**config.mk**
```make
export PLATFORM = sky130hd
export DESIGN_NAME = pointer_autoscroll_controller
export DESIGN_NICKNAME = d
export VERILOG_FILES = /design/src/hdl/pac_pkg.sv /design/src/hdl/pac_div.sv /design/src/hdl/pointer_autoscroll_controller.sv
export SDC_FILE = /design/constraint.sdc
export NUM_CORES = 1
export LEC_CHECK = 0
export BUFFER_PORTS_ARGS = -buffer_cell sky130_fd_sc_hd__buf_2
export CORE_MARGIN = 3
export CORE_UTILIZATION = 30
export CTS_CLUSTER_SIZE = 14
export DETAILED_ROUTE_END_ITERATION = 8
export PLACE_DENSITY_LB_ADDON = 0.2
export RECOVER_POWER = 25
export SYNTH_ARGS = -nofsm -noshare
export SYNTH_HDL_FRONTEND = slang
export SYNTH_SLANG_ARGS = --single-unit
```
**constraint.sdc**
```tcl
create_clock -name clk -period 7.2 [get_ports clk]
set_clock_uncertainty 0.15 [all_clocks]
set_input_delay 0.72 -clock clk [delete_from_list [all_inputs] [get_ports clk]]
set_output_delay 0.72 -clock clk [all_outputs]
set_load 0.1 [all_outputs]
```
**src/hdl/pac_pkg.sv**
```systemverilog
// shared types, constants and the base interval table for the autoscroll controller
// used by pac_div and pointer_autoscroll_controller; no dependencies

package pac_pkg;

    // stepped levels run from -LEVEL_COUNT to LEVEL_COUNT
    localparam int LEVEL_COUNT     = 9;
    localparam int MIN_INTERVAL_MS = 5;

    // port widths
    localparam int IN_TDATA_W  = 48;
    localparam int OUT_TDATA_W = 32;
    localparam int KIND_W      = 2;
    localparam int CFG_IDX_W   = 2;
    localparam int CFG_DATA_W  = 12;

    // serial divider sizing
    localparam int LVL_DIV_W = 15;  // base interval times 100 fits here
    localparam int DIV_W     = 27;  // interval span times jog position
    localparam int DVS_W     = 12;  // widest divisor (jog span)
    localparam int DIV_CNT_W = 5;   // holds DIV_W

    typedef enum logic [KIND_W-1:0] {
        KIND_MOTION = 2'd0,
        KIND_STEP   = 2'd1,
        KIND_JOG    = 2'd2,
        KIND_STOP   = 2'd3
    } kind_t;

    typedef enum logic [CFG_IDX_W-1:0] {
        CFG_SPEED    = 2'd0,
        CFG_DEADZONE = 2'd1,
        CFG_SPAN     = 2'd2,
        CFG_INVERT   = 2'd3
    } cfg_idx_t;

    // request into the shared divider; dividend is left aligned
    typedef struct packed {
        logic                 start;
        logic [DIV_CNT_W-1:0] steps;
        logic [DIV_W-1:0]     dividend;
        logic [DVS_W-1:0]     divisor;
    } div_req_t;

    // base step intervals in ms, slowest first, indexed by level magnitude minus one
    function automatic logic [15:0] base_interval(input logic [3:0] idx);
        logic [15:0] val;
        case (idx)
            4'd0:    val = 16'd200;
            4'd1:    val = 16'd150;
            4'd2:    val = 16'd110;
            4'd3:    val = 16'd80;
            4'd4:    val = 16'd60;
            4'd5:    val = 16'd45;
            4'd6:    val = 16'd33;
            4'd7:    val = 16'd24;
            4'd8:    val = 16'd16;
            4'd9:    val = 16'd12;
            4'd10:   val = 16'd10;
            4'd11:   val = 16'd8;
            4'd12:   val = 16'd6;
            4'd13:   val = 16'd5;
            4'd14:   val = 16'd4;
            default: val = 16'd0;
        endcase
        return val;
    endfunction

endpackage

```
**src/hdl/pac_div.sv**
```systemverilog
// restoring serial divider, one quotient bit per cycle, shared by all interval math
// depends on pac_pkg

module pac_div (
    input  logic                           clk,
    input  logic                           rst_n,
    input  pac_pkg::div_req_t              req,
    output logic                           done,
    output logic [pac_pkg::DIV_W-1:0]      quotient
);
    import pac_pkg::*;

    logic                 busy_reg;
    logic                 done_reg;
    logic [DIV_CNT_W-1:0] cnt_reg;
    logic [DVS_W-1:0]     rem_reg;
    logic [DIV_W-1:0]     quo_reg;
    logic [DVS_W-1:0]     dvs_reg;

    logic [DVS_W:0]   trial;
    logic [DVS_W:0]   trial_diff;
    logic             trial_ge;
    logic [DVS_W-1:0] rem_next;
    logic             last_step;

    // shift one dividend bit into the partial remainder
    assign trial      = {rem_reg, quo_reg[DIV_W-1]};
    assign trial_ge   = trial >= {1'b0, dvs_reg};
    assign trial_diff = trial - {1'b0, dvs_reg};
    assign rem_next   = trial_ge ? trial_diff[DVS_W-1:0] : trial[DVS_W-1:0];
    assign last_step  = busy_reg && (cnt_reg == DIV_CNT_W'(1));

    always_ff @(posedge clk or negedge rst_n)
    begin
        if (!rst_n)
        begin
            busy_reg <= 1'b0;
            done_reg <= 1'b0;
            cnt_reg  <= '0;
        end
        else
        begin
            done_reg <= last_step;
            if (req.start)
            begin
                busy_reg <= 1'b1;
                cnt_reg  <= req.steps;
            end
            else if (busy_reg)
            begin
                busy_reg <= !last_step;
                cnt_reg  <= cnt_reg - DIV_CNT_W'(1);
            end
        end
    end

    always_ff @(posedge clk)
    begin
        if (req.start)
        begin
            rem_reg <= '0;
            quo_reg <= req.dividend;
            dvs_reg <= req.divisor;
        end
        else if (busy_reg)
        begin
            rem_reg <= rem_next;
            quo_reg <= {quo_reg[DIV_W-2:0], trial_ge};
        end
    end

    assign done     = done_reg;
    assign quotient = quo_reg;

endmodule

```
**src/hdl/pointer_autoscroll_controller.sv**
```systemverilog
// top level of the pointer autoscroll controller: sequencer, mode state, output register
// depends on pac_pkg and pac_div

// usage
// - input stream: one beat per pointer report or control event; tuser carries the kind
//   (motion, level step, jog toggle, stop), tdata the timestamp, step and report values
// - output stream: exactly one beat per input beat, in order, carrying the edited report
//   plus mode status; a control beat returns zero motion and zero wheel
// - cfg port: single-cycle writes of speed scale, deadzone, jog span and inversion;
//   write only while no beat is in flight
// - from accept to output valid: control beats pass decode and check; motion beats add
//   plan, then one level division when stepped or up to three divisions when jogging
// - throughput: one beat at a time; tready is high only while the sequencer is idle, so
//   the next beat goes in the cycle after the previous result is loaded
// - the divisions run in the single shared serial divider, one quotient bit each cycle
// - reset: level 0, jog off, deflection 0, last emit time 0, registers at their defaults,
//   no output beat pending
// - receiver stall: a finished result waits in the output register; a new beat is still
//   accepted and worked on, and its result holds in the final step until the register frees

module pointer_autoscroll_controller (
    input  logic                                 clk,
    input  logic                                 rst_n,
    // input stream
    input  logic                                 s_axis_tvalid,
    output logic                                 s_axis_tready,
    // tdata from bit 0: now_ms[15:0], step_dir[20:16], move_x[28:21], move_y[36:29],
    // wheel_in[44:37], zero pad[47:45]
    input  logic [pac_pkg::IN_TDATA_W-1:0]       s_axis_tdata,
    // tuser from bit 0: kind[1:0]
    input  logic [pac_pkg::KIND_W-1:0]           s_axis_tuser,
    // output stream
    output logic                                 m_axis_tvalid,
    input  logic                                 m_axis_tready,
    // tdata from bit 0: out_x[7:0], out_y[15:8], out_wheel[23:16], is_active[24],
    // cur_level[29:25], is_jogging[30], zero pad[31]
    output logic [pac_pkg::OUT_TDATA_W-1:0]      m_axis_tdata,
    // configuration writes
    input  logic                                 cfg_wr_en,
    input  logic [pac_pkg::CFG_IDX_W-1:0]        cfg_index,
    input  logic [pac_pkg::CFG_DATA_W-1:0]       cfg_data
);
    import pac_pkg::*;

    // one-hot sequencer
    typedef enum logic [9:0] {
        S_IDLE     = 10'b00_0000_0001,
        S_DECODE   = 10'b00_0000_0010,
        S_PLAN     = 10'b00_0000_0100,
        S_DIV_LVL  = 10'b00_0000_1000,
        S_DIV_SLOW = 10'b00_0001_0000,
        S_DIV_FAST = 10'b00_0010_0000,
        S_MUL      = 10'b00_0100_0000,
        S_DIV_JOG  = 10'b00_1000_0000,
        S_CHECK    = 10'b01_0000_0000,
        S_UNUSED   = 10'b10_0000_0000
    } state_t;

    localparam logic signed [5:0]    LVL_MAX   = 6'(LEVEL_COUNT);
    localparam logic signed [5:0]    LVL_MIN   = -LVL_MAX;
    localparam logic [DIV_CNT_W-1:0] LVL_STEPS = DIV_CNT_W'(LVL_DIV_W);
    localparam logic [DIV_CNT_W-1:0] JOG_STEPS = DIV_CNT_W'(DIV_W);

    state_t state_reg, state_next;

    // configuration registers
    logic [8:0]  speed_reg;
    logic [7:0]  dz_reg;
    logic [11:0] span_reg;
    logic        invert_reg;

    // mode state
    logic signed [4:0]  level_reg;
    logic               jog_reg;
    logic signed [13:0] defl_reg;
    logic [15:0]        last_ms_reg;

    // beat being worked on
    kind_t              kind_reg;
    logic [15:0]        now_reg;
    logic signed [4:0]  step_reg;
    logic signed [7:0]  x_reg;
    logic signed [7:0]  y_reg;
    logic signed [7:0]  wheel_reg;

    // interval work registers
    logic        dir_en_reg;
    logic        dir_neg_reg;   // generated count is -1 before inversion
    logic [12:0] past_reg;      // deflection beyond the deadzone
    logic [15:0] interval_reg;
    logic [15:0] slow_reg;
    logic [14:0] diff_reg;      // slowest minus fastest interval

    // output register
    logic                   out_valid_reg;
    logic [OUT_TDATA_W-1:0] out_data_reg;

    // divider hookup
    div_req_t         div_req;
    logic             div_done;
    logic [DIV_W-1:0] div_quotient;

    // level interval operands
    logic [4:0]           lvl_neg;
    logic [3:0]           lvl_mag;
    logic [3:0]           rom_mag;
    logic [15:0]          rom_base;
    logic [LVL_DIV_W-1:0] lvl_dividend;
    logic [DVS_W-1:0]     speed_div;
    logic [LVL_DIV_W-1:0] q_lvl;
    logic [15:0]          q_floor;
    logic [DIV_W-1:0]     jog_prod;

    // deflection update
    logic [12:0]        jog_lim;
    logic signed [14:0] lim_pos;
    logic signed [14:0] lim_neg;
    logic signed [14:0] defl_sum;
    logic [13:0]        defl_clamp;

    // jog direction and distance
    logic [13:0]        defl_neg;
    logic [12:0]        defl_abs;
    logic signed [13:0] past_s;
    logic               past_pos;
    logic               plan_dir_en;
    logic               plan_neg;

    // level step
    logic signed [4:0] lvl_base;
    logic signed [5:0] lvl_sum;
    logic [4:0]        lvl_clamp;

    // emit decision and wheel
    logic [15:0]       elapsed;
    logic              emit;
    logic              count_neg;
    logic signed [8:0] wheel_sum;
    logic [7:0]        wheel_sat;
    logic [7:0]        wheel_out;
    logic              active;
    logic              can_load;
    logic              span_reached;

    pac_div u_div (
        .clk      (clk),
        .rst_n    (rst_n),
        .req      (div_req),
        .done     (div_done),
        .quotient (div_quotient)
    );

    // level interval: base * 100 / speed, floored at the minimum interval
    assign lvl_neg      = -level_reg;
    assign lvl_mag      = level_reg[4] ? lvl_neg[3:0] : level_reg[3:0];
    assign rom_mag      = (state_reg == S_PLAN) ? (jog_reg ? 4'd1 : lvl_mag)
                                                : 4'(LEVEL_COUNT);
    assign rom_base     = base_interval(rom_mag - 4'd1);
    assign lvl_dividend = LVL_DIV_W'(rom_base * 16'd100);
    assign speed_div    = (speed_reg == '0) ? DVS_W'(1) : DVS_W'(speed_reg);
    assign q_lvl        = div_quotient[LVL_DIV_W-1:0];
    assign q_floor      = (q_lvl < LVL_DIV_W'(MIN_INTERVAL_MS)) ? 16'(MIN_INTERVAL_MS)
                                                                : {1'b0, q_lvl};
    assign jog_prod     = DIV_W'(diff_reg) * DIV_W'(past_reg[DVS_W-1:0]);
    assign span_reached = past_reg >= {1'b0, span_reg};

    // jog deflection winds with vertical motion, clamped to deadzone plus span
    assign jog_lim    = 13'(dz_reg) + 13'(span_reg);
    assign lim_pos    = $signed({2'b00, jog_lim});
    assign lim_neg    = -lim_pos;
    assign defl_sum   = $signed({defl_reg[13], defl_reg}) + $signed({{7{y_reg[7]}}, y_reg});
    assign defl_clamp = (defl_sum > lim_pos) ? lim_pos[13:0] :
                        (defl_sum < lim_neg) ? lim_neg[13:0] : defl_sum[13:0];

    // distance past the deadzone and scroll direction
    assign defl_neg    = -defl_reg;
    assign defl_abs    = defl_reg[13] ? defl_neg[12:0] : defl_reg[12:0];
    assign past_s      = $signed({1'b0, defl_abs}) - $signed({6'b00_0000, dz_reg});
    assign past_pos    = !past_s[13] && (past_s != '0);
    assign plan_dir_en = jog_reg ? past_pos : (level_reg != '0);
    // deflection down scrolls down, a positive level scrolls up
    assign plan_neg    = jog_reg ? (!defl_reg[13] && (defl_reg != '0)) : level_reg[4];

    // level step saturates; a step while jogging starts from level zero
    assign lvl_base  = jog_reg ? 5'sd0 : level_reg;
    assign lvl_sum   = $signed({lvl_base[4], lvl_base}) + $signed({step_reg[4], step_reg});
    assign lvl_clamp = (lvl_sum > LVL_MAX) ? LVL_MAX[4:0] :
                       (lvl_sum < LVL_MIN) ? LVL_MIN[4:0] : lvl_sum[4:0];

    // one wheel count once the interval has run out on the wrapping ms timer
    assign elapsed   = now_reg - last_ms_reg;
    assign emit      = dir_en_reg && (elapsed >= interval_reg);
    assign count_neg = dir_neg_reg ^ invert_reg;
    assign wheel_sum = $signed({wheel_reg[7], wheel_reg}) + (count_neg ? -9'sd1 : 9'sd1);
    assign wheel_sat = (wheel_sum > 9'sd127)  ? 8'sd127 :
                       (wheel_sum < -9'sd127) ? -8'sd127 : wheel_sum[7:0];
    assign wheel_out = emit ? wheel_sat : wheel_reg;
    assign active    = (level_reg != '0) || jog_reg;
    assign can_load  = !out_valid_reg || m_axis_tready;

    // sequencer and divider requests
    always_comb
    begin
        state_next       = state_reg;
        div_req.start    = 1'b0;
        div_req.steps    = LVL_STEPS;
        div_req.dividend = {lvl_dividend, {(DIV_W-LVL_DIV_W){1'b0}}};
        div_req.divisor  = speed_div;
        unique case (state_reg)
            S_IDLE:
            begin
                if (s_axis_tvalid)
                    state_next = S_DECODE;
            end
            S_DECODE:
            begin
                state_next = (kind_reg == KIND_MOTION) ? S_PLAN : S_CHECK;
            end
            S_PLAN:
            begin
                if (!plan_dir_en)
                    state_next = S_CHECK;
                else
                begin
                    div_req.start = 1'b1;
                    state_next    = jog_reg ? S_DIV_SLOW : S_DIV_LVL;
                end
            end
            S_DIV_LVL:
            begin
                if (div_done)
                    state_next = S_CHECK;
            end
            S_DIV_SLOW:
            begin
                // fastest interval comes next
                if (div_done)
                begin
                    div_req.start = 1'b1;
                    state_next    = S_DIV_FAST;
                end
            end
            S_DIV_FAST:
            begin
                if (div_done)
                    state_next = span_reached ? S_CHECK : S_MUL;
            end
            S_MUL:
            begin
                div_req.start    = 1'b1;
                div_req.steps    = JOG_STEPS;
                div_req.dividend = jog_prod;
                div_req.divisor  = span_reg;
                state_next       = S_DIV_JOG;
            end
            S_DIV_JOG:
            begin
                if (div_done)
                    state_next = S_CHECK;
            end
            S_CHECK:
            begin
                if (can_load)
                    state_next = S_IDLE;
            end
            default:
            begin
                state_next = S_IDLE;
            end
        endcase
    end

    // control and mode state
    always_ff @(posedge clk or negedge rst_n)
    begin
        if (!rst_n)
        begin
            state_reg     <= S_IDLE;
            speed_reg     <= 9'd100;
            dz_reg        <= 8'd8;
            span_reg      <= 12'd400;
            invert_reg    <= 1'b0;
            level_reg     <= '0;
            jog_reg       <= 1'b0;
            defl_reg      <= '0;
            last_ms_reg   <= '0;
            out_valid_reg <= 1'b0;
        end
        else
        begin
            state_reg <= state_next;

            if (cfg_wr_en)
            begin
                unique case (cfg_index)
                    CFG_SPEED:    speed_reg  <= cfg_data[8:0];
                    CFG_DEADZONE: dz_reg     <= cfg_data[7:0];
                    CFG_SPAN:     span_reg   <= cfg_data[11:0];
                    CFG_INVERT:   invert_reg <= cfg_data[0];
                    default:      invert_reg <= invert_reg;
                endcase
            end

            if (state_reg == S_DECODE)
            begin
                unique case (kind_reg)
                    KIND_MOTION:
                    begin
                        if (jog_reg)
                            defl_reg <= defl_clamp;
                    end
                    KIND_STEP:
                    begin
                        level_reg   <= lvl_clamp;
                        jog_reg     <= 1'b0;
                        if (jog_reg)
                            defl_reg <= '0;
                        last_ms_reg <= now_reg;
                    end
                    KIND_JOG:
                    begin
                        level_reg <= '0;
                        defl_reg  <= '0;
                        jog_reg   <= !jog_reg;
                        // entering jog restarts the interval
                        if (!jog_reg)
                            last_ms_reg <= now_reg;
                    end
                    KIND_STOP:
                    begin
                        level_reg <= '0;
                        jog_reg   <= 1'b0;
                        defl_reg  <= '0;
                    end
                    default:
                    begin
                        level_reg <= level_reg;
                    end
                endcase
            end

            if ((state_reg == S_CHECK) && can_load)
            begin
                out_valid_reg <= 1'b1;
                if (emit)
                    last_ms_reg <= now_reg;
            end
            else if (m_axis_tready)
                out_valid_reg <= 1'b0;
        end
    end

    // beat payload and interval working values
    always_ff @(posedge clk)
    begin
        if ((state_reg == S_IDLE) && s_axis_tvalid)
        begin
            kind_reg  <= kind_t'(s_axis_tuser);
            now_reg   <= s_axis_tdata[15:0];
            step_reg  <= s_axis_tdata[20:16];
            x_reg     <= s_axis_tdata[28:21];
            y_reg     <= s_axis_tdata[36:29];
            wheel_reg <= s_axis_tdata[44:37];
        end

        if (state_reg == S_DECODE)
        begin
            dir_en_reg <= 1'b0;
            // cursor motion is swallowed while jogging; control beats report nothing
            if ((kind_reg != KIND_MOTION) || jog_reg)
            begin
                x_reg <= '0;
                y_reg <= '0;
            end
            if (kind_reg != KIND_MOTION)
                wheel_reg <= '0;
        end

        if (state_reg == S_PLAN)
        begin
            dir_en_reg  <= plan_dir_en;
            dir_neg_reg <= plan_neg;
            past_reg    <= past_s[12:0];
        end

        if ((state_reg == S_DIV_LVL) && div_done)
            interval_reg <= q_floor;

        if ((state_reg == S_DIV_SLOW) && div_done)
            slow_reg <= q_floor;

        if ((state_reg == S_DIV_FAST) && div_done)
        begin
            interval_reg <= q_floor;
            diff_reg     <= LVL_DIV_W'(slow_reg - q_floor);
        end

        // linear interpolation from the slowest toward the fastest interval
        if ((state_reg == S_DIV_JOG) && div_done)
            interval_reg <= slow_reg - {1'b0, q_lvl};

        if ((state_reg == S_CHECK) && can_load)
            out_data_reg <= {1'b0, jog_reg, level_reg, active, wheel_out, y_reg, x_reg};
    end

    assign s_axis_tready = (state_reg == S_IDLE);
    assign m_axis_tvalid = out_valid_reg;
    assign m_axis_tdata  = out_data_reg;

endmodule
```
==> results of run 1 <==
==> cells in the final DEF (no fill, tap or decap), drive strengths merged, types with 42 or more instances in the layout <==
| cell type | synthesis | layout |
|---|---|---|
| inv | 353 | 354 |
| nand2 | 294 | 294 |
| ha | 261 | 261 |
| edfxtp | 154 | 154 |
| fa | 141 | 141 |
| buf | 10 | 126 |
| a21oi | 120 | 120 |
| o21ai | 120 | 120 |
| nor2 | 108 | 108 |
| xnor2 | 85 | 85 |
| dfrtp | 75 | 75 |
| and2 | 74 | 74 |
| clkbuf | 81 | 58 |
| nand3 | 46 | 46 |
| xor2 | 45 | 45 |
| nor3 | 44 | 44 |
| mux2 | 42 | 42 |
==> kinds of logic (layout without fill, tap and decap cells) <==
group / Yosys count / count (layout)
simple gates: 743 / 743
compound gates: 506 / 506
buf+inv: 444 / 549
fa+ha+maj: 402 / 402
flops: 273 / 273
xor+xnor: 130 / 130
mux: 62 / 62
other cells: 1 / 2
==> cell type report <==
| cell class | count | area [um2] | area share (%) |
|---|---|---|---|
| multi-input combinational | 1844 | 14890 | 55.42 |
| tap | 1050 | 1314 | 4.890 |
| clock inverter | 11 | 141.4 | 0.5262 |
| sequential | 273 | 7432 | 27.66 |
| antenna | 1 | 2.502 | 0.009314 |
| clock buffer | 53 | 1027 | 3.823 |
| timing repair buffer | 132 | 737.0 | 2.743 |
| inverter | 353 | 1325 | 4.932 |
==> worst max-delay path by stage <==
stage                                   startpoint                      endpoint  slack (ns)  cells past startpoint
after floorplan           state_reg[1]$_DFFE_PN0P_  u_div.quotient[26]$_DFFE_PP_        1.18                     24
after global placement       past_reg[5]$_DFFE_PN_  u_div.quotient[25]$_DFFE_PP_        0.55                     19
after detailed placement     past_reg[8]$_DFFE_PN_  u_div.quotient[25]$_DFFE_PP_        0.60                     19
after CTS                    past_reg[8]$_DFFE_PN_  u_div.quotient[25]$_DFFE_PP_        0.52                     19
after global routing         past_reg[8]$_DFFE_PN_  u_div.quotient[25]$_DFFE_PP_        0.12                     19
final                        past_reg[4]$_DFFE_PN_  u_div.quotient[25]$_DFFE_PP_        0.54                     19
==> power by group <==
part | internal (uW) | switching, uW
clock | 1100 | 726
combinational | 1950 | 2840
sequential | 2090 | 360
==> per-layer routing <==
layer	GRT usage [%]	routed length, um
met5	0	0
met2	26.92	31550
met3	2.061	2286
met4	5.103	2004
met1	19.28	28040
==> stage by stage <==
stage | hold WS, ns | area, um2 | power (uW)
floorplan | 0.2581 | 24010 | 6088
global placement | 0.2632 | 25700 | 7153
detailed placement | 0.2646 | 25700 | 7277
CTS | 0.1486 | 26880 | 9181
global route | 0.1622 | 26870 | 9862
finish | 0.1927 | 26870 | 9075
==> what timing repair did <==
item	4_1_cts	5_1_grt
endpoints found under the hold margin	16	0
hold buffers	1	0
setup buffers	0	0
gates resized for setup	0	0
==> summary.md, run 1 <==
| Metric | Value |
|---|---|
| Status | finished, violations left |
| Failing checks | capacitance limit, slew limit |
| Mapped Area | 24010 um2 |
| EDFF count, synth | 154 |
| Worst skew pair latency | 0.55 ns |
| Dpl hpwl | 49610 um |
| DIE HEIGHT | approximately 290 um |
| Max Freq | 150.0 MHz |
| Vias in the first global route | 18882 |
| Post-synth top area share | 19.26% |
| Finished Layout Cells | 3717 |
| Crit path max fanout | 14 |
| VDD IR max | 0.0001973 V |
| DRC Markers | 0 |
| Final net count | 3111 |
| Via-per-instance ratio | between 4 and 5 |
| Area Overhead vs Synth | 11.90% |
| CTS Buf Count | 36 |
| # Max-Cap Violations | 1 |
| Die ar. | 83470 um2 |
| Final worst path period share | between 90% and 100% |
| Worst rel slew slack | -163.1% |
| CTS Buffer Depth | 3 |
| Hold Crit Depth | 1 |
| Routability Congestion | 0.8520 |
| CP bufs+invs | 4 |
| Placed cell count | 3651 |
| Mapped Nets | 3032 |
| Complex-gate fraction of the synthesized area | 14.00% |
| Fin. max-slew vios | 68 |
| Synth Area in XOR/XNOR | 4.742% |
| Hold Vio Cnt, Final | 0 |
| HP Start | s_axis_tdata[9] |
| All-Layer GR Usage | 15.30% |
| Initial antenna violation count | 1 |
| Least-Margin Pin Slew | 3.946 ns |
| Most instantiated cells after synthesis | inv_1 (352), nand2_1 (294), ha_1 (261), edfxtp_1 (154), fa_1 (141) |
| Reg2Reg Depth | 19 |
| Remaining global-route overflow | 0 |
| Arrival time worst endpoint | 6.77 ns |
| CP Capture Type | flop |
| Post-layout min period | between 6 and 7 ns |
| Critical path's top delay family | adder cells |
| Endpoints failing setup | 0 |
| Reg2Reg Launch Point | past_reg[4]$_DFFE_PN_ |
| Core area | 79130 um2 |
| Crit-path cells | nand2_1 -> fa_1 -> fa_1 -> fa_1 -> inv_1 -> fa_1 -> inv_1 -> fa_1 -> inv_1 -> ha_1 -> a21o_1 -> o311ai_0 -> buf_4 -> a21oi_1 -> o41ai_1 -> o21ai_0 -> a31oi_1 -> xor2_1 -> o21ai_1 |
| Portion of netlist area occupied by mux cells | 2.804% |
| CTS tree | built |
| Most common cell on crit path | fa_1 |
| Synth async-reset ratio | 30.40% |
| #FFs+latches synth | 273 |
| Worst Path Required | 7.31 ns |
| Most area-hungry cell type in the Yosys netlist | edfxtp_1 |
| Initial Utilization | a little under a third |
| Startpoint Class | flop |
| # fillers | 8181 |
| RSZ-0062 raised after global routing | false |
| Main combinational cell family by area after synthesis | adder cells |
| Clock-pin slew of the registers on the worst-case setup and hold paths | 0.06 ns |
| Worst setup path class | reg2reg |
| Pin count of the biggest net entering global routing | 68 |
| Reg2reg end | u_div.quotient[25]$_DFFE_PP_ |
| Chip width | roughly 290 um |
| Worst slack, placed | 0.5992 ns |
| Via count | approximately 18000 |
| Slowest-stage cell, CP | edfxtp_1 |
| Leak | between 0.01 and 0.015 uW |
| Worst path max stage delay | 0.84 ns |
| Routed WL | ~64000 um |
| Setup slack after layout | 0.5352 ns |
| Simple logic cell fraction of the synthesized area | 15.06% |
| Most used DFF post-synth | edfxtp_1 |
| Hold Path Class | in2reg |
| Syn Area/Cell | about 9.4 um2 |
| Max reg flops | 31 |
| Drt pass-1 iters | 7 |
| Worst Hold Endpoint | now_reg[9]$_DFFE_PP_ |
| R2R Setup Slk | 0.54 ns |
| Input/output buffers | 98 |
| Most common cell in the netlist | inv_1 |
| Largest cells by area after synthesis | edfxtp_1 (19%), ha_1 (14%), fa_1 (12%), dfrtp_1 (7.8%), inv_1 (5.5%) |
| Htree depth | 2 |
| Register area share after synthesis | a little under a third |
| Root buf cell | clkbuf_16 |
| Ys Warns | 0 |
| I/O pin count | 103 |
| Setup TNS | 0 ns |
| Number of DRC markers in iteration 0 | between 900 and 1000 |
| Layout cells sized above 1 | 9.377% |
| Adder and majority gate portion of the synthesized area | 25.36% |
| Site Rows | ~100 |
| Library cells used by synthesis | 89 |
| Clk sinks | roughly 270 |
| Final Core Density | around 34% |
| First-pass GRT wire length | 102200 um |
| PwrDens | 337.7 nW/um2 |
| Final ANT Viol Nets | 0 |
| WL/cell | 17.18 um |
| Cells after Synth | about 2600 |
(Power assumes the default switching activity.)
==> run 2, diff against run 1 <==
--- a/config.mk
+++ b/config.mk
@@ -5,7 +5,7 @@
 export SDC_FILE = /design/constraint.sdc
 export NUM_CORES = 1
 export LEC_CHECK = 0
-export BUFFER_PORTS_ARGS = -buffer_cell sky130_fd_sc_hd__buf_2
+export BUFFER_PORTS_ARGS = -buffer_cell sky130_fd_sc_hd__buf_4
 export CORE_MARGIN = 3
 export CORE_UTILIZATION = 30
 export CTS_CLUSTER_SIZE = 14
==> constraint.sdc (replaced) <==
create_clock -name clk -period 8.65 [get_ports clk]
set_clock_uncertainty 0.15 [all_clocks]
set_input_delay 0.865 -clock clk [delete_from_list [all_inputs] [get_ports clk]]
set_output_delay 0.865 -clock clk [all_outputs]
set_load 0.1 [all_outputs]
==> run 2 against run 1 <==
Effect of this change:
- the flow still finishes with violations (capacitance limit, slew limit)
- utilization grew 0.073 points
- total power shrank 18%
- combinational power is 18% lower
- sequential power decreased by 16%
- via count fell by 0.46%
- critical path type unchanged
- largest power group unchanged
==> summary.md, run 2 (synthesized netlist as in run 1, its figures left out) <==
| Metric | Value |
|---|---|
| Commonest cells after routing, fill and taps aside | inv_1 (352), nand2_1 (294), ha_1 (261), edfxtp_1 (154), fa_1 (141) |
| Pin count of the biggest net entering global routing | 48 |
| Met3 usage in global routing | under 10% |
| Vias in the first global route | 18786 |
| CP Capture Type | flop |
| Die ar. | 83470 um2 |
| Post-layout min period | roughly 7.0 ns |
| PwrDens | ~280 nW/um2 |
| Input/output buffers | about 100 |
| Hold Path Class | reg2reg |
| Cts repair resizes | 0 |
| GR peak layer | met2 |
| Leak | between 0.01 and 0.015 uW |
| Clock network power share | 19.6% |
| Site Rows | 103 |
| Core area | 79130 um2 |
| Psw | 3230 uW |
| First-pass GRT wire length | about 100000 um |
| Final worst path period share | 81.06% |
| Routability Congestion | 0.8532 |
| # fillers | a little over 8000 |
| Worst skew pair latency | 0.55 ns |
| Least-Margin Pin Slew | 2.592 ns |
| Worst rel slew slack | -72.78% |
| Net Sw Frac | 43.34% |
| All-Layer GR Usage | between 15 and 20% |
| Number of DRC markers in iteration 0 | 956 |
| Via count | 18297 |
| Max reg flops | 31 |
| Internal power | 4223 uW |
| CTS Buffer Depth | 3 |
| Layout cells sized above 1 | 8.985% |
| Initial antenna violation count | 1 |
| WL/cell | 17.09 um |
| # Max-Cap Violations | 2 |
| Htree depth | 2 |
| Clock-pin slew of the registers on the worst-case setup and hold paths | 0.06 ns |
| Failing checks | capacitance limit, slew limit |
| Routed WL | 63230 um |
| Design Area, Final | approximately 27000 um2 |
| DIE HEIGHT | 288.9 um |
| RSZ-0062 raised after global routing | false |
| Post-CTS setup buffer count | 0 |
| Hold Vio Cnt, Final | 0 |
| Sequential power share | between 20% and 30% |
| Crit path max fanout | 18 |
| Drt pass-1 iters | 5 |
| Arrival time worst endpoint | 7.16 ns |
| Initial Utilization | 30.34% |
| Max Freq | 142.6 MHz |
| Comb power frac | 53.0% |
| GR Layer Usage met1 | 19.19% |
| Status | finished, violations left |
| Final net count | 3093 |
| Worst Path Required | between 8 and 9 ns |
| Fin. max-slew vios | 86 |
| DRC Markers | 0 |
| Dpl hpwl | roughly 48000 um |
| Met2 Track Usage GR | 26.81% |
| Root buf cell | clkbuf_16 |
| CTS tree | built |
| Worst setup path class | reg2reg |
| Commonest non-fill, non-tap cell in the layout | inv_1 |
| Chip width | between 200 and 300 um |
| Via-per-instance ratio | 4.945 |
| Endpoints failing setup | 0 |
| Placed Area | 25820 um2 |
| I/O pin count | 103 |
| Setup TNS | 0 ns |
| VDD IR max | 0.0002110 V |
| CTS hold repair buffers | 0 |
| Final ANT Viol Nets | 0 |
| Startpoint Class | flop |
| Area Overhead vs Synth | 12.14% |
| Clk sinks | 273 |
| CTS Buf Count | 36 |
| Remaining global-route overflow | 0 |
==> run 2: cell count changes in the layout (fill, tap and decap cells not counted), moves of 2 or more <==
cell and change:
buf_2 -95, buf_4 +56, clkbuf_4 +23, clkinv_2 +4, clkinv_1 -3, bufinv_16 -2
==> run 2: layer usage <==
layer	part of all wire (%)	vias up	wire length, um
li1	-	8924	-
met1	44	8998	28070
met2	50	291	31690
met3	3.1	84	1965
met4	2.4	0	1504
met5	0	-	0
==> run 2: worst max-delay path: stages (launching register included) <==
cell and delay, ns:
dfrtp_1 0.42, nor3_1 0.52, nand4b_1 0.45, inv_1 0.66
nand3_1 0.35, inv_1 0.19, ha_1 0.18, xnor2_1 0.38
o21ai_0 0.20, a221o_1 0.40, ha_1 0.31, ha_1 0.28
inv_1 0.05, fa_1 0.50, inv_1 0.04, ha_1 0.31
a21oi_1 0.22, o21bai_1 0.12, a21oi_1 0.26, o21ai_0 0.20
a21oi_1 0.20, xor2_1 0.17, o32a_1 0.15, nand2_1 0.05
==> run 2: metrics by stage <==
| stage | utilization [%] | setup slack (ns) | hold slack (ns) | cells | total power (uW) |
|---|---|---|---|---|---|
| CTS | 34.04 | 1.611 | 0.1451 | 3699 | 7545 |
| finish | 34.03 | 1.639 | 0.2810 | 3700 | 7454 |
| detailed placement | 32.63 | 1.644 | 0.2646 | 3634 | 6025 |
| floorplan | - | 2.633 | 0.2581 | 2561 | 5068 |
| global placement | 32.63 | 1.803 | 0.2621 | 3634 | 5935 |
| global route | 34.02 | 1.064 | 0.2850 | 3699 | 8108 |
==> run 2: power by group through the flow <==
stage / logic (uW) / registers, uW / clock network, uW
3_3_place_gp: 3870 / 2060 / 0
2_1_floorplan: 3070 / 1990 / 0
6_report: 3950 / 2050 / 1460
3_5_place_dp: 3950 / 2070 / 0
4_1_cts: 3990 / 2050 / 1510
5_1_grt: 4470 / 2090 / 1560
==> run 2: path summary, 6_finish.rpt <==
| path | start | to | slack [ns] | cells past startpoint |
|---|---|---|---|---|
| max | state_reg[1]$_DFFE_PN0P_ | u_div.quotient[26]$_DFFE_PP_ | 1.64 | 23 |
| min | x_reg[6]$_DFF_P_ | m_axis_tdata[6]$_DFFE_PP_ | 0.28 | 0 |
| max reg2reg | state_reg[1]$_DFFE_PN0P_ | u_div.quotient[26]$_DFFE_PP_ | 1.64 | 23 |
| min reg2reg | x_reg[6]$_DFF_P_ | m_axis_tdata[6]$_DFFE_PP_ | 0.28 | 0 |
| max in group asynchronous | rst_n | dz_reg[7]$_DFFE_PN0P_ | 3.97 | 2 |
| min in group asynchronous | rst_n | last_ms_reg[13]$_DFF_PN0_ | 0.96 | 1 |
==> run 2: final cells by class <==
class | count | area, um2 | share of cell area, %
Antenna cell | 1 | 2.502 | 0.009294
Clock buffer | 53 | 1016 | 3.773
Inverter | 353 | 1325 | 4.921
Sequential cell | 273 | 7432 | 27.60
Multi-Input combinational cell | 1844 | 14890 | 55.30
Timing Repair Buffer | 114 | 840.8 | 3.123
Clock inverter | 12 | 106.4 | 0.3950
Tap cell | 1050 | 1314 | 4.879
==> run 3, diff against run 2 <==
==> constraint.sdc (replaced) <==
create_clock -name clk -period 5.99 [get_ports clk]
set_clock_uncertainty 0.15 [all_clocks]
set_input_delay 0.599 -clock clk [delete_from_list [all_inputs] [get_ports clk]]
set_output_delay 0.599 -clock clk [all_outputs]
set_load 0.1 [all_outputs]
==> run 3 against run 2 <==
Effect of this change:
- fmax increased by 21%
- combinational power increased by 55%
- register-to-register slack got worse by 1.4 ns
- largest power group unchanged
- flip-flop and latch count unchanged
- sequential share of layout area decreased by 1.4 points
- the flow still finishes with violations (capacitance limit, slew limit)
==> summary.md, run 3 (synthesized netlist as in run 1, its figures left out) <==
| Metric | Value |
|---|---|
| Status | finished, violations left |
| Failing checks | capacitance limit, slew limit |
| Initial Utilization | 30.34% |
| Arrival time worst endpoint | approximately 5.9 ns |
| Number of DRC markers in iteration 0 | 908 |
| Via-per-instance ratio | 4.890 |
| Htree depth | 2 |
| Hold Vio Cnt, Final | 0 |
| Commonest cells after routing, fill and taps aside | inv_1 (348), nand2_1 (288), ha_1 (256), buf_4 (213), edfxtp_1 (154) |
| All-Layer GR Usage | 15.61% |
| Core area | 79130 um2 |
| HP Start | s_axis_tdata[11] |
| Post-layout min period | about 5.8 ns |
| Reg2Reg Depth | 21 |
| CP bufs+invs | 6 |
| Area Overhead vs Synth | 18.34% |
| Commonest non-fill, non-tap cell in the layout | inv_1 |
| Via count | roughly 19000 |
| Vias in the first global route | 19583 |
| Routed WL | 65050 um |
| Worst path max stage delay | 0.53 ns |
| RSZ-0062 raised after global routing | true |
| Drt pass-1 iters | 5 |
| Finished Layout Cells | 3842 |
| # Max-Cap Violations | 1 |
| # fillers | slightly above 8000 |
| Reg2Reg Launch Point | diff_reg[9]$_DFFE_PP_ |
| VDD IR max | between 0.0003 and 0.0004 V |
| Chip width | around 290 um |
| DRC Markers | 0 |
| Worst rel slew slack | -83.20% |
| DIE HEIGHT | 288.9 um |
| Pin count of the biggest net entering global routing | 48 |
| Final ANT Viol Nets | 0 |
| Final net count | 3233 |
| Routability Congestion | 0.8447 |
| Clk sinks | 273 |
| R2R Setup Slk | 0.20 ns |
| Remaining global-route overflow | 0 |
| Clock-pin slew of the registers on the worst-case setup and hold paths | 0.06 ns |
| Worst Path Required | 6.13 ns |
| Startpoint Class | flop |
| Worst Hold Endpoint | now_reg[11]$_DFFE_PP_ |
| Initial antenna violation count | 1 |
| Hold Path Class | in2reg |
| Dpl hpwl | 51520 um |
| Crit-path cells | buf_6 -> buf_4 -> nand2_1 -> fa_1 -> fa_1 -> inv_1 -> fa_1 -> fa_1 -> inv_1 -> fa_1 -> inv_1 -> ha_4 -> a21o_1 -> a221o_1 -> buf_4 -> a32oi_2 -> a21oi_2 -> a21oi_1 -> xor2_1 -> o21ai_0 -> mux2_2 |
| Input/output buffers | between 90 and 100 |
| Endpoints failing setup | 0 |
| FF+latch area | 7433 um2 |
| Site Rows | about 100 |
| First-pass GRT wire length | 105300 um |
| Final worst path period share | a little over nine tenths |
| Worst skew pair latency | 0.55 ns |
| Final Core Density | 35.91% |
| Hold Crit Depth | 1 |
| Max reg flops | 31 |
| PwrDens | between 300 and 400 nW/um2 |
| CTS tree | built |
| Root buf cell | clkbuf_16 |
| Max Freq | 172.7 MHz |
| Worst setup path class | reg2reg |
| Most common cell on crit path | fa_1 |
| Crit path max fanout | 3 |
| CP Capture Type | flop |
| Area of the multi-input gates | 15130 um2 |
| Die ar. | ~83000 um2 |
| Setup crit start | diff_reg[9]$_DFFE_PP_ |
| WL/cell | 16.93 um |
| CTS Buf Count | 37 |
| I/O pin count | 103 |
| Least-Margin Pin Slew | 2.748 ns |
| Placed cell count | 3741 |
| Reg2reg end | u_div.quotient[20]$_DFFE_PP_ |
| Critical path's top delay family | adder cells |
| CTS Buffer Depth | 3 |
| Leak | 0.01320 uW |
| Fin. max-slew vios | 45 |
| Worst hold slack | 0.09571 ns |
| Setup TNS | 0 ns |
| Slowest-stage cell, CP | fa_1 |
| Layout cells sized above 1 | between 10% and 20% |
[run 3: cell types whose count changed in the layout (fill, tap and decap cells not counted), sizes merged]
| cell | change |
|---|---|
| dlygate4sd3 | +1 |
| bufinv | +2 |
| clkbuf | -3 |
| clkinv | +3 |
| buf | +138 |
| dlymetal6s2s | +1 |
[run 3: final cells by class]
class	count	share of cell area [%]
diodes	1	0.008807
clock buffers	51	3.659
clock inverters	17	0.6913
inverters	353	4.676
multi-input cells	1844	53.26
flip-flops and latches	273	26.16
well taps	1050	4.624
repair buffers	253	6.922
[run 3: what timing repair did]
| action | 4_1_cts | 5_1_grt |
|---|---|---|
| pin swaps | 33 | 42 |
| resized for setup | 26 | 43 |
| hold endpoints to repair | 42 | 0 |
| endpoints found under the setup margin | 7 | 9 |
| hold buffers | 1 | 0 |
| buffers inserted | 17 | 14 |
[run 3: through the flow]
| stage | setup WS [ns] | instance area, um2 | power, uW |
|---|---|---|---|
| final | 0.1996 | 28410 | 11340 |
| after global routing | -0.01146 | 28410 | 12310 |
| after CTS | 0.01773 | 28150 | 11400 |
| after detailed placement | -0.3122 | 26660 | 9008 |
| after global placement | -0.3511 | 26660 | 8888 |
| after floorplan | 0.02123 | 24010 | 7318 |
[run 3: how the worst max path moves through the flow]
stage,slack (ns),end,cells past startpoint
final,0.20,u_div.quotient[20]$_DFFE_PP_,21
after global routing,-0.01,u_div.quotient[25]$_DFFE_PP_,20
after CTS,0.02,u_div.quotient[25]$_DFFE_PP_,22
after detailed placement,-0.31,u_div.quotient[25]$_DFFE_PP_,19
after global placement,-0.35,u_div.quotient[25]$_DFFE_PP_,19
after floorplan,0.02,u_div.quotient[25]$_DFFE_PP_,20
[run 3: routing by layer]
metal | vias to the layer above | track usage (%) | routed length [um]
met5 | - | 0 | 13
met4 | 2 | 3.667 | 1236
met3 | 74 | 1.888 | 1771
met1 | 9265 | 20.17 | 29690
li1 | 9219 | - | -
met2 | 229 | 27.77 | 32340
[run 3: power by group]
part           switching, uW  internal, uW
logic                   3560          2560
registers                440          2520
clock network            901          1360
total                   4900          6430
